File: src/rtl/tank_level_and_heat_controller_defines.svh
// Assertion macros used by the tank controller sequencer (tlhc_ctrl).
// Expects clk_i and rst_ni in the scope of each use.
`ifndef TANK_LEVEL_AND_HEAT_CONTROLLER_DEFINES_SVH
`define TANK_LEVEL_AND_HEAT_CONTROLLER_DEFINES_SVH

// Same-cycle implication, checked out of reset
`define TLHC_ASSERT_IMP(lbl, ante, cons, msg) \
  lbl: assert property (@(posedge clk_i) disable iff (!rst_ni) (ante) |-> (cons)) \
    else $error(msg);

// Next-cycle implication, checked out of reset
`define TLHC_ASSERT_NXT(lbl, ante, cons, msg) \
  lbl: assert property (@(posedge clk_i) disable iff (!rst_ni) (ante) |=> (cons)) \
    else $error(msg);

`endif

File: src/rtl/tlhc_pkg.sv
// Types and constants of the tank level and heat controller.
// Used by tlhc_ctrl, tlhc_datapath and the top level; no dependencies.
`default_nettype none
package tlhc_pkg;

  // Limits of commands
  localparam int unsigned FLOW_MAX  = 25600;
  localparam int unsigned HOT_MAX   = 2560;
  localparam int unsigned POWER_MAX = 1000000;

  // Configuration register indexes
  typedef enum logic [0:0] {
    REG_TEMP_TARGET  = 1'b0,
    REG_LEVEL_TARGET = 1'b1
  } cfg_reg_e;

  // Sequencer states
  typedef enum logic [4:0] {
    ST_IDLE,
    ST_SEL,
    ST_T0, ST_T1, ST_T2, ST_T3, ST_T4, ST_T5, ST_T6, ST_T7, ST_T8,
    ST_TFIN,
    ST_L0, ST_L1, ST_L2, ST_L3, ST_L4,
    ST_OUT
  } state_e;

  // Multiplier operand selects and accumulator operations
  typedef enum logic [2:0] {
    A_LVL, A_PROD, A_ERR, A_COLD, A_HOT, A_DTA, A_YOFF
  } a_sel_e;

  typedef enum logic [2:0] {
    B_ERR, B_KP_LVL, B_KP_OFS, B_DTI, B_KHEAT, B_DHOT, B_KLOSS, B_RECIP5
  } b_sel_e;

  typedef enum logic [1:0] {
    ACC_HOLD, ACC_LOAD, ACC_ADD, ACC_SUB
  } acc_op_e;

  // Commands from sequencer to datapath
  typedef struct packed {
    logic    capture;
    a_sel_e  a_sel;
    b_sel_e  b_sel;
    acc_op_e acc_op;
    logic    fin_temp;
    logic    lv_sum;
    logic    lv_y;
    logic    lv_nt;
    logic    lv_flow;
    logic    load_out;
  } dp_cmd_t;

  // Status from datapath to sequencer
  typedef struct packed {
    logic func;
  } dp_status_t;

endpackage
`default_nettype wire

File: src/rtl/tank_level_and_heat_controller.sv
// Top level of the tank level and heat controller.
// Depends on tlhc_pkg, tlhc_ctrl and tlhc_datapath.
//
// Takes one sample word at a time: tuser 0 runs the temperature loop, tuser 1 the
// level loop, and every word returns one result word with the full command set.
// A temperature word and a level word each have their result set by the sequence
// of steps through the one shared multiplier. The next word is taken only once
// the result is in the output register, which holds it until the sink takes it,
// so a new word is not taken while the last one is still being worked on.
// Targets must be written on the cfg port only while the block is idle; the block itself does not enforce this.
`default_nettype none
module tank_level_and_heat_controller (
  input  wire logic        clk_i,
  input  wire logic        rst_ni,
  input  wire logic        cfg_we_i,
  input  wire logic [0:0]  cfg_idx_i,
  input  wire logic [13:0] cfg_wdata_i,
  input  wire logic        s_axis_tvalid,
  output logic             s_axis_tready,
  // tank_temp[15:0], ambient_temp[31:16], inlet_temp[47:32],
  // tank_level[61:48], outflow[76:62], zero fill
  input  wire logic [79:0] s_axis_tdata,
  // func
  input  wire logic        s_axis_tuser,
  output logic             m_axis_tvalid,
  input  wire logic        m_axis_tready,
  // heater_power[19:0], cold_inflow[34:20], hot_inflow[46:35],
  // drain_flow[61:47], cooling[62], zero fill
  output logic      [63:0] m_axis_tdata
);

  tlhc_pkg::dp_cmd_t    cmd;
  tlhc_pkg::dp_status_t status;
  logic [62:0]          out_data;

  tlhc_ctrl u_ctrl (
    .clk_i       (clk_i),
    .rst_ni      (rst_ni),
    .in_valid_i  (s_axis_tvalid),
    .in_ready_o  (s_axis_tready),
    .out_valid_o (m_axis_tvalid),
    .out_ready_i (m_axis_tready),
    .status_i    (status),
    .cmd_o       (cmd)
  );

  tlhc_datapath u_datapath (
    .clk_i       (clk_i),
    .rst_ni      (rst_ni),
    .cmd_i       (cmd),
    .status_o    (status),
    .cfg_we_i    (cfg_we_i),
    .cfg_idx_i   (cfg_idx_i),
    .cfg_wdata_i (cfg_wdata_i),
    .func_i      (s_axis_tuser),
    .in_data_i   (s_axis_tdata[76:0]),
    .out_data_o  (out_data)
  );

  assign m_axis_tdata = {1'b0, out_data};

endmodule
`default_nettype wire

File: src/rtl/tlhc_datapath.sv
// Datapath: input and state registers, shared multiplier, accumulator, flow law.
// Depends on tlhc_pkg; driven by tlhc_ctrl.
`default_nettype none
module tlhc_datapath (
  input  wire logic                 clk_i,
  input  wire logic                 rst_ni,
  input  wire tlhc_pkg::dp_cmd_t    cmd_i,
  output tlhc_pkg::dp_status_t      status_o,
  input  wire logic                 cfg_we_i,
  input  wire logic [0:0]           cfg_idx_i,
  input  wire logic [13:0]          cfg_wdata_i,
  input  wire logic                 func_i,
  input  wire logic [76:0]          in_data_i,
  output logic      [62:0]          out_data_o
);

  // Captured word
  logic               func_q;
  logic signed [15:0] tank_temp_q, amb_temp_q, inlet_temp_q;
  logic        [13:0] tank_level_q;
  logic        [14:0] outflow_q;
  logic        [13:0] temp_tgt_q, lvl_tgt_q;

  // Controller state
  logic        [19:0] power_q;
  logic        [14:0] cold_q, drain_q;
  logic        [11:0] hot_q;
  logic               cool_q;
  logic signed [31:0] sum_q;

  // Working registers
  logic signed [59:0] prod_q;
  logic signed [52:0] acc_q;
  logic        [28:0] y_q;
  logic signed [25:0] nt_q;
  logic        [62:0] out_q;

  assign status_o.func = func_q;

  // Capture input word
  always_ff @(posedge clk_i) begin
    if (cmd_i.capture) begin
      func_q       <= func_i;
      tank_temp_q  <= in_data_i[15:0];
      amb_temp_q   <= in_data_i[31:16];
      inlet_temp_q <= in_data_i[47:32];
      tank_level_q <= in_data_i[61:48];
      outflow_q    <= in_data_i[76:62];
    end
  end

  // Configuration registers
  always_ff @(posedge clk_i or negedge rst_ni) begin
    if (!rst_ni) begin
      temp_tgt_q <= '0;
      lvl_tgt_q  <= '0;
    end else if (cfg_we_i) begin
      case (cfg_idx_i)
        tlhc_pkg::REG_TEMP_TARGET:  temp_tgt_q <= cfg_wdata_i;
        tlhc_pkg::REG_LEVEL_TARGET: lvl_tgt_q  <= cfg_wdata_i;
        default: ;
      endcase
    end
  end

  // Differences used by both loops
  logic signed [16:0] err_s, dti_s, dhot_s, dta_s, t_ext;
  logic signed [14:0] eh_s;
  assign t_ext  = {tank_temp_q[15], tank_temp_q};
  assign err_s  = $signed({3'b000, temp_tgt_q}) - t_ext;
  assign dti_s  = $signed({inlet_temp_q[15], inlet_temp_q}) - t_ext;
  assign dhot_s = 17'sd20480 - t_ext;
  assign dta_s  = t_ext - $signed({amb_temp_q[15], amb_temp_q});
  assign eh_s   = $signed({1'b0, lvl_tgt_q}) - $signed({1'b0, tank_level_q});

  // Shared multiplier operands
  logic signed [32:0] mul_a;
  logic signed [30:0] mul_b;
  logic signed [63:0] mul_full;

  always_comb begin
    case (cmd_i.a_sel)
      tlhc_pkg::A_LVL:  mul_a = $signed({19'b0, tank_level_q});
      tlhc_pkg::A_PROD: mul_a = prod_q[32:0];
      tlhc_pkg::A_ERR:  mul_a = {{16{err_s[16]}}, err_s};
      tlhc_pkg::A_COLD: mul_a = $signed({18'b0, cold_q});
      tlhc_pkg::A_HOT:  mul_a = $signed({21'b0, hot_q});
      tlhc_pkg::A_DTA:  mul_a = {{16{dta_s[16]}}, dta_s};
      tlhc_pkg::A_YOFF: mul_a = $signed({4'b0, y_q});
      default:          mul_a = '0;
    endcase
    case (cmd_i.b_sel)
      tlhc_pkg::B_ERR:    mul_b = {{14{err_s[16]}}, err_s};
      tlhc_pkg::B_KP_LVL: mul_b = 31'sd1673600;
      tlhc_pkg::B_KP_OFS: mul_b = 31'sd163840;
      tlhc_pkg::B_DTI:    mul_b = {{14{dti_s[16]}}, dti_s};
      tlhc_pkg::B_KHEAT:  mul_b = 31'sd66944;
      tlhc_pkg::B_DHOT:   mul_b = {{14{dhot_s[16]}}, dhot_s};
      tlhc_pkg::B_KLOSS:  mul_b = 31'sd4096000;
      tlhc_pkg::B_RECIP5: mul_b = 31'sd858993460;
      default:            mul_b = '0;
    endcase
  end
  assign mul_full = mul_a * mul_b;

  // Product register and accumulator
  logic signed [52:0] acc_d;
  always_comb begin
    case (cmd_i.acc_op)
      tlhc_pkg::ACC_LOAD: acc_d = prod_q[52:0];
      tlhc_pkg::ACC_ADD:  acc_d = acc_q + prod_q[52:0];
      tlhc_pkg::ACC_SUB:  acc_d = acc_q - prod_q[52:0];
      default:            acc_d = acc_q;
    endcase
  end

  always_ff @(posedge clk_i) begin
    prod_q <= mul_full[59:0];
    acc_q  <= acc_d;
  end

  // Heater power: round to watts, clamp
  logic signed [52:0] acc_rnd;
  logic        [32:0] pw_raw;
  logic        [19:0] pw_sat;
  assign acc_rnd = acc_q + 53'sd524288;
  assign pw_raw  = acc_rnd[52:20];
  always_comb begin
    if (acc_q[52] || (acc_q == '0)) pw_sat = '0;
    else if (pw_raw > 33'(tlhc_pkg::POWER_MAX)) pw_sat = 20'(tlhc_pkg::POWER_MAX);
    else pw_sat = pw_raw[19:0];
  end

  // Level integral with saturation
  logic signed [17:0] eh7;
  logic signed [33:0] sum_ext;
  logic signed [31:0] sum_sat;
  assign eh7     = $signed({eh_s, 3'b000}) - {{3{eh_s[14]}}, eh_s};
  assign sum_ext = {{2{sum_q[31]}}, sum_q} + {{16{eh7[17]}}, eh7};
  always_comb begin
    if (sum_ext > 34'sd2147483647) sum_sat = 32'sh7fffffff;
    else if (sum_ext < -34'sd2147483648) sum_sat = 32'sh80000000;
    else sum_sat = sum_ext[31:0];
  end

  // PI demand numerator, floor by 64, offset to stay positive for the /5 step
  logic signed [34:0] num_s;
  logic        [28:0] y_off;
  assign num_s = ({{20{eh_s[14]}}, eh_s} * 35'sd20000)
               + $signed({{2{sum_q[31]}}, sum_q, 1'b0}) + 35'sd160;
  assign y_off = num_s[34:6] + 29'd167772160;

  // Quotient from reciprocal product, remove offset
  logic signed [27:0] nt_full;
  assign nt_full = $signed({1'b0, prod_q[58:32]}) - 28'sd33554432;

  // Flow split
  logic signed [26:0] nt27, diff1, diff2, natu2_27;
  logic signed [18:0] natu;
  logic signed [17:0] natu2;
  logic        [14:0] ni, cold_d, drain_d;
  logic        [11:0] na, hot_d;
  logic        [14:0] out_sat;

  assign nt27  = {{1{nt_q[25]}}, nt_q};
  assign natu  = $signed({4'b0, cold_q}) + $signed({7'b0, hot_q})
               - $signed({4'b0, drain_q}) - $signed({4'b0, outflow_q});
  assign diff1 = nt27 - {{8{natu[18]}}, natu};
  assign out_sat = (outflow_q > 15'(tlhc_pkg::FLOW_MAX)) ? 15'(tlhc_pkg::FLOW_MAX) : outflow_q;

  always_comb begin
    if (diff1 < 0) ni = '0;
    else if (diff1 > 27'sd25600) ni = 15'(tlhc_pkg::FLOW_MAX);
    else ni = diff1[14:0];
  end
  assign natu2    = $signed({3'b0, ni}) + $signed({6'b0, hot_q}) - $signed({3'b0, outflow_q});
  assign natu2_27 = {{9{natu2[17]}}, natu2};
  assign diff2    = nt27 - natu2_27;

  always_comb begin
    cold_d  = '0;
    hot_d   = '0;
    drain_d = '0;
    na      = '0;
    if (!eh_s[14] && (eh_s != '0)) begin
      // filling
      cold_d = ni;
      if (!cool_q) begin
        if (natu2_27 == nt27) begin
          if (ni <= 15'(tlhc_pkg::HOT_MAX)) begin
            hot_d  = ni[11:0];
            cold_d = '0;
          end else begin
            hot_d  = 12'(tlhc_pkg::HOT_MAX);
            cold_d = ni - 15'(tlhc_pkg::HOT_MAX);
          end
        end else begin
          if (diff2 < 0) na = '0;
          else if (diff2 > 27'sd2560) na = 12'(tlhc_pkg::HOT_MAX);
          else na = diff2[11:0];
          hot_d = na;
        end
      end
    end else if (eh_s[14]) begin
      // emptying
      cold_d = out_sat;
      if (!nt27[26]) drain_d = '0;
      else if (nt27 < -27'sd25600) drain_d = 15'(tlhc_pkg::FLOW_MAX);
      else drain_d = 15'(-nt27);
    end
  end

  // Level working registers
  always_ff @(posedge clk_i) begin
    if (cmd_i.lv_y)  y_q  <= y_off;
    if (cmd_i.lv_nt) nt_q <= nt_full[25:0];
  end

  // Command and integral state
  always_ff @(posedge clk_i or negedge rst_ni) begin
    if (!rst_ni) begin
      power_q <= '0;
      cold_q  <= '0;
      hot_q   <= '0;
      drain_q <= '0;
      cool_q  <= 1'b0;
      sum_q   <= '0;
    end else begin
      if (cmd_i.fin_temp) begin
        if (!err_s[16] && (err_s != '0)) begin
          power_q <= pw_sat;
          cool_q  <= 1'b0;
        end else begin
          power_q <= '0;
          cool_q  <= 1'b1;
        end
      end
      if (cmd_i.lv_sum) sum_q <= sum_sat;
      if (cmd_i.lv_flow) begin
        cold_q  <= cold_d;
        hot_q   <= hot_d;
        drain_q <= drain_d;
        if (eh_s[14]) sum_q <= '0;
      end
    end
  end

  // Result word
  always_ff @(posedge clk_i) begin
    if (cmd_i.load_out) out_q <= {cool_q, drain_q, hot_q, cold_q, power_q};
  end
  assign out_data_o = out_q;

endmodule
`default_nettype wire

File: src/rtl/tlhc_ctrl.sv
// Sequencer for the tank controller: handshakes and datapath command steps.
// Depends on tlhc_pkg and tank_level_and_heat_controller_defines.svh.
`default_nettype none
`include "tank_level_and_heat_controller_defines.svh"
module tlhc_ctrl (
  input  wire logic                  clk_i,
  input  wire logic                  rst_ni,
  input  wire logic                  in_valid_i,
  output logic                       in_ready_o,
  output logic                       out_valid_o,
  input  wire logic                  out_ready_i,
  input  wire tlhc_pkg::dp_status_t  status_i,
  output tlhc_pkg::dp_cmd_t          cmd_o
);

  tlhc_pkg::state_e state_q, state_d;
  logic             out_valid_q, out_valid_d;

  always_ff @(posedge clk_i or negedge rst_ni) begin
    if (!rst_ni) begin
      state_q     <= tlhc_pkg::ST_IDLE;
      out_valid_q <= 1'b0;
    end else begin
      state_q     <= state_d;
      out_valid_q <= out_valid_d;
    end
  end

  // Next state and commands
  always_comb begin
    state_d     = state_q;
    cmd_o       = '0;
    in_ready_o  = 1'b0;
    out_valid_d = out_valid_q && !out_ready_i;
    case (state_q)
      tlhc_pkg::ST_IDLE: begin
        in_ready_o = 1'b1;
        if (in_valid_i) begin
          cmd_o.capture = 1'b1;
          state_d       = tlhc_pkg::ST_SEL;
        end
      end
      tlhc_pkg::ST_SEL: state_d = status_i.func ? tlhc_pkg::ST_L0 : tlhc_pkg::ST_T0;
      // temperature: level-scaled gain term
      tlhc_pkg::ST_T0: begin
        cmd_o.a_sel = tlhc_pkg::A_LVL;  cmd_o.b_sel = tlhc_pkg::B_ERR;
        state_d = tlhc_pkg::ST_T1;
      end
      tlhc_pkg::ST_T1: begin
        cmd_o.a_sel = tlhc_pkg::A_PROD; cmd_o.b_sel = tlhc_pkg::B_KP_LVL;
        state_d = tlhc_pkg::ST_T2;
      end
      tlhc_pkg::ST_T2: begin
        cmd_o.a_sel = tlhc_pkg::A_ERR;  cmd_o.b_sel = tlhc_pkg::B_KP_OFS;
        cmd_o.acc_op = tlhc_pkg::ACC_LOAD;
        state_d = tlhc_pkg::ST_T3;
      end
      // cold inflow heat
      tlhc_pkg::ST_T3: begin
        cmd_o.a_sel = tlhc_pkg::A_COLD; cmd_o.b_sel = tlhc_pkg::B_DTI;
        cmd_o.acc_op = tlhc_pkg::ACC_ADD;
        state_d = tlhc_pkg::ST_T4;
      end
      tlhc_pkg::ST_T4: begin
        cmd_o.a_sel = tlhc_pkg::A_PROD; cmd_o.b_sel = tlhc_pkg::B_KHEAT;
        state_d = tlhc_pkg::ST_T5;
      end
      // hot inflow heat
      tlhc_pkg::ST_T5: begin
        cmd_o.a_sel = tlhc_pkg::A_HOT;  cmd_o.b_sel = tlhc_pkg::B_DHOT;
        cmd_o.acc_op = tlhc_pkg::ACC_SUB;
        state_d = tlhc_pkg::ST_T6;
      end
      tlhc_pkg::ST_T6: begin
        cmd_o.a_sel = tlhc_pkg::A_PROD; cmd_o.b_sel = tlhc_pkg::B_KHEAT;
        state_d = tlhc_pkg::ST_T7;
      end
      // losses to ambient
      tlhc_pkg::ST_T7: begin
        cmd_o.a_sel = tlhc_pkg::A_DTA;  cmd_o.b_sel = tlhc_pkg::B_KLOSS;
        cmd_o.acc_op = tlhc_pkg::ACC_SUB;
        state_d = tlhc_pkg::ST_T8;
      end
      tlhc_pkg::ST_T8: begin
        cmd_o.acc_op = tlhc_pkg::ACC_ADD;
        state_d = tlhc_pkg::ST_TFIN;
      end
      tlhc_pkg::ST_TFIN: begin
        cmd_o.fin_temp = 1'b1;
        state_d = tlhc_pkg::ST_OUT;
      end
      // level: integral, numerator, divide by five, flow split
      tlhc_pkg::ST_L0: begin
        cmd_o.lv_sum = 1'b1;
        state_d = tlhc_pkg::ST_L1;
      end
      tlhc_pkg::ST_L1: begin
        cmd_o.lv_y = 1'b1;
        state_d = tlhc_pkg::ST_L2;
      end
      tlhc_pkg::ST_L2: begin
        cmd_o.a_sel = tlhc_pkg::A_YOFF; cmd_o.b_sel = tlhc_pkg::B_RECIP5;
        state_d = tlhc_pkg::ST_L3;
      end
      tlhc_pkg::ST_L3: begin
        cmd_o.lv_nt = 1'b1;
        state_d = tlhc_pkg::ST_L4;
      end
      tlhc_pkg::ST_L4: begin
        cmd_o.lv_flow = 1'b1;
        state_d = tlhc_pkg::ST_OUT;
      end
      // hand the word to the output register once it is free
      tlhc_pkg::ST_OUT: begin
        if (!out_valid_q || out_ready_i) begin
          cmd_o.load_out = 1'b1;
          out_valid_d    = 1'b1;
          state_d        = tlhc_pkg::ST_IDLE;
        end
      end
      default: state_d = tlhc_pkg::ST_IDLE;
    endcase
  end

  assign out_valid_o = out_valid_q;

  `TLHC_ASSERT_IMP(a_load_into_free_slot, cmd_o.load_out, !out_valid_q || out_ready_i, "result word overwritten")
  `TLHC_ASSERT_NXT(a_accept_starts_work, in_valid_i && in_ready_o, state_q == tlhc_pkg::ST_SEL, "accept did not start work")
  `TLHC_ASSERT_IMP(a_one_update, 1'b1, $onehot0({cmd_o.capture, cmd_o.fin_temp, cmd_o.lv_sum, cmd_o.lv_y, cmd_o.lv_nt, cmd_o.lv_flow, cmd_o.load_out}), "overlapping datapath updates")

endmodule
`default_nettype wire
File: config.mk
export PLATFORM = sky130hd
export DESIGN_NAME = tank_level_and_heat_controller
export DESIGN_NICKNAME = d
export VERILOG_FILES = /design/src/rtl/tlhc_pkg.sv /design/src/rtl/tank_level_and_heat_controller.sv /design/src/rtl/tlhc_datapath.sv /design/src/rtl/tlhc_ctrl.sv
export VERILOG_INCLUDE_DIRS = /design/src /design/src/rtl
export SDC_FILE = /design/constraint.sdc
export NUM_CORES = 2
export LEC_CHECK = 0
export BUFFER_PORTS_ARGS = -buffer_cell sky130_fd_sc_hd__buf_2
export CORE_MARGIN = 3
export CORE_UTILIZATION = 60
export DETAILED_ROUTE_END_ITERATION = 16
export PLACE_DENSITY = 0.88
export SYNTH_ARGS = -nofsm -noshare
export SYNTH_HDL_FRONTEND = slang
export SYNTH_SLANG_ARGS = --single-unit
File: constraint.sdc
create_clock -name clk_i -period 14.2 [get_ports clk_i]
set_input_delay 0 -clock clk_i [delete_from_list [all_inputs] [get_ports clk_i]]
set_output_delay 0 -clock clk_i [all_outputs]
set_load 0.1 [all_outputs]
==> results.md <==
* Total Wirelength at 204700 um
* Std cell rows at 122
* Clk root buf: clkbuf_16
* Num CTS Buffers at 51
* Top_reg_cell synth: edfxtp_1
* Max-Slew Margin vs Limit at 0.1082
* Worst path slowest cell: fa_1
* Syn Inst Count at 7158
* Yosys top cell area share at 0.3230
* Sequential share of the synthesized area at 0.1769
* Status: finished, final reports clean
* CTS clk-pin slew, worst paths at 60 ps
* Most frequent cell after synthesis: inv_1
* First-pass GRT wire length at 316700 um
* Clock sink total at 436
* Layout cells sized above 1 at 0.05998
* Crit path required time at 14730 ps
* Final Non-Filler Cells at 9098
* Vias/cell at approximately 6.1
* Die H at 340.3 um
* CP arrival at 13880 ps
* Final hold vios at 0
* Chip Width at 340.3 um
* Setup WS post-layout at 853.3 ps
* Post-CTS Setup Bufs at 0
* Max FO, Critical Path at 11
* Gr usage total at 0.3537
* Ys Warns at 0
* Largest net degree at the start of global routing at 74
* Placeable Area at 110800 sq um
* Worst-Margin Slew at 1338 ps
* Top cells by area, synth: fa_1 (32%), edfxtp_1 (11%), ha_1 (11%), inv_1 (8.0%), dfrtp_1 (4.8%)
* Crit. End Element: flip-flop
* DRC Markers at 0
* GRT overflow at 0
* Largest stage delay, worst path at roughly 500 ps
* Drt pass-1 iters at 9
* Clock skew at approximately 64 ps
* CP startpoint kind: flip-flop
* Most used cell, CP: a21oi_1
* Initial Utilization at 0.6052
* CTS tree: yes
* HP Class: input port to flip-flop
* Seq cells post-synth at roughly 440
* Final setup vio count at 0
* I/O Buffers at 162
* Setup WS pre-CTS at 777.6 ps
* DP Cell Count at 8896
* Vias in the first global route at slightly below 60000
* H-tree level count at 2
* Netlist cell types at 99
* Mean Syn Cell Area at roughly 9.4 sq um
* Antenna viol nets, final at 0
* Post-synth EDFFs at 249
* Clk_lat worst skew at 670 ps
* Clock Tree Buf Depth at 3
* Post-synth ARST share at 0.2959
* Yosys top cell by area: fa_1
* Crit Path Class: flip-flop to flip-flop
* Max cap viols at 0
* Post-DP HPWL at 164400 um
* Area Growth Syn to Fin at 9.388%
* Initial antenna violation count at 11
* Peak Freq at 74.92 MHz
* Die ar. at 115800 sq um
* Final #Nets at 9308
* Final Cycle Share at 0.9399
* Synthesized area at 67070 sq um
* Top-Level Pins at ~170
* Vias at 55170
* Max Slew Vio Count at 0
* 1st-iter DRT viols at approximately 5300
* Final min period at 13350 ps
* Final GP Congestion at 1.012
* Top post-synthesis cells by count: inv_1 (1427), fa_1 (1082), nand2_1 (744), ha_1 (566), o21ai_0 (340)
* Routed WL per cell at 22.50 um
-- layout make-up --
type / count / area (sq um)
fillers: 8179 / 37460
clock inverters: 36 / 467.9
clock buffers: 60 / 1330
diodes: 8 / 20.02
inverters: 1429 / 5364
well taps: 1488 / 1862
flip-flops and latches: 436 / 11870
multi-input cells: 5298 / 50030
repair buffers: 343 / 2421
-- critical path, delay by kind of cell (launching register included) --
kind                       cells  cell delay, ps
adders and majority gates      7            2800
AOI/OAI and AO/OA             30            6060
buffers and inverters          4             420
xor gates and xnor gates       2             330
and+or+nand+nor               15            3190
DFF                            1             440
-- registers in the layout, summed over array words and instances, names as in the netlist, 14 cells and up --
register	count
u_datapath.lvl_tgt_q	14
u_datapath.temp_tgt_q	14
u_datapath.outflow_q	15
u_datapath.inlet_temp_q	16
u_datapath.y_q	29
u_datapath.sum_q	32
u_datapath.amb_temp_q	16
u_datapath.power_q	20
u_datapath.tank_temp_q	16
u_datapath.acc_q	53
u_datapath.tank_level_q	14
u_datapath.prod_q	58
u_datapath.drain_q	15
u_datapath.cold_q	15
u_datapath.out_data_o	63
u_datapath.nt_q	26
-- cell families after synthesis --
kind of cell	share of synthesized area
compound gates	0.1254
buf+inv	0.09121
fa+ha+maj	0.4286
mux	0.006250
xor+xnor	0.05263
flops	0.1769
other cells	0.0001120
simple gates	0.1189
-- final timing paths --
| path | start | to | slack, ps | depth (start not counted) |
|---|---|---|---|---|
| hold reg to reg | u_datapath.power_q[17] | u_datapath.out_data_o[17] | 450 | 0 |
| hold / removal | cfg_we_i | u_datapath.temp_tgt_q[0] | 40 | 4 |
| max in group asynchronous | rst_ni | u_datapath.temp_tgt_q[1] | 12250 | 4 |
| setup / recovery | u_datapath.hot_q[1] | u_datapath.hot_q[1] | 850 | 58 |
| min in group asynchronous | rst_ni | u_datapath.sum_q[3] | 490 | 3 |
| setup reg to reg | u_datapath.hot_q[1] | u_datapath.hot_q[1] | 850 | 58 |
-- metrics by stage --
step	hold slack [ps]	utilization	TNS [ps]	area [sq um]
after floorplan	-295.6	-	0	67820
after global placement	106.6	0.6366	0	70540
after detailed placement	115.1	0.6366	0	70540
after CTS	7.852	0.6616	0	73320
after global routing	45.26	0.6618	-6.460	73340
final	44.47	0.6620	0	73360
-- cell usage in the layout (no fill, tap or decap), drive strengths merged, types with 60 or more instances in the layout --
| cell | n |
|---|---|
| ha | 566 |
| dfrtp | 129 |
| nor2 | 271 |
| xnor2 | 257 |
| a21o | 131 |
| inv | 1433 |
| dlygate4sd3 | 98 |
| nand2 | 744 |
| edfxtp | 249 |
| clkbuf | 60 |
| buf | 245 |
| o21ai | 358 |
| nor3 | 114 |
| fa | 1082 |
| xor2 | 146 |
| conb | 203 |
| nand3 | 97 |
| nand2b | 85 |
| o21a | 64 |
| a21oi | 311 |
| and2 | 100 |
-- metal layers --
layer | global-route usage | vias up | part of all wire | routed length, um
li1 | - | 23930 | - | -
met1 | 0.4232 | 26900 | 0.35 | 70980
met2 | 0.5460 | 3360 | 0.44 | 90090
met3 | 0.1172 | 982 | 0.13 | 27070
met4 | 0.2350 | 4 | 0.081 | 16510
met5 | 0 | - | 0.00013 | 27
-- what timing repair did --
item | CTS | global route
endpoints found under the hold margin | 197 | 0
hold buffers | 98 | 0
resized for setup | 0 | 14
setup endpoints to repair | 0 | 21
Power is not shown: default switching activity piles up to over one toggle a cycle in this logic, so the estimate is an artifact.
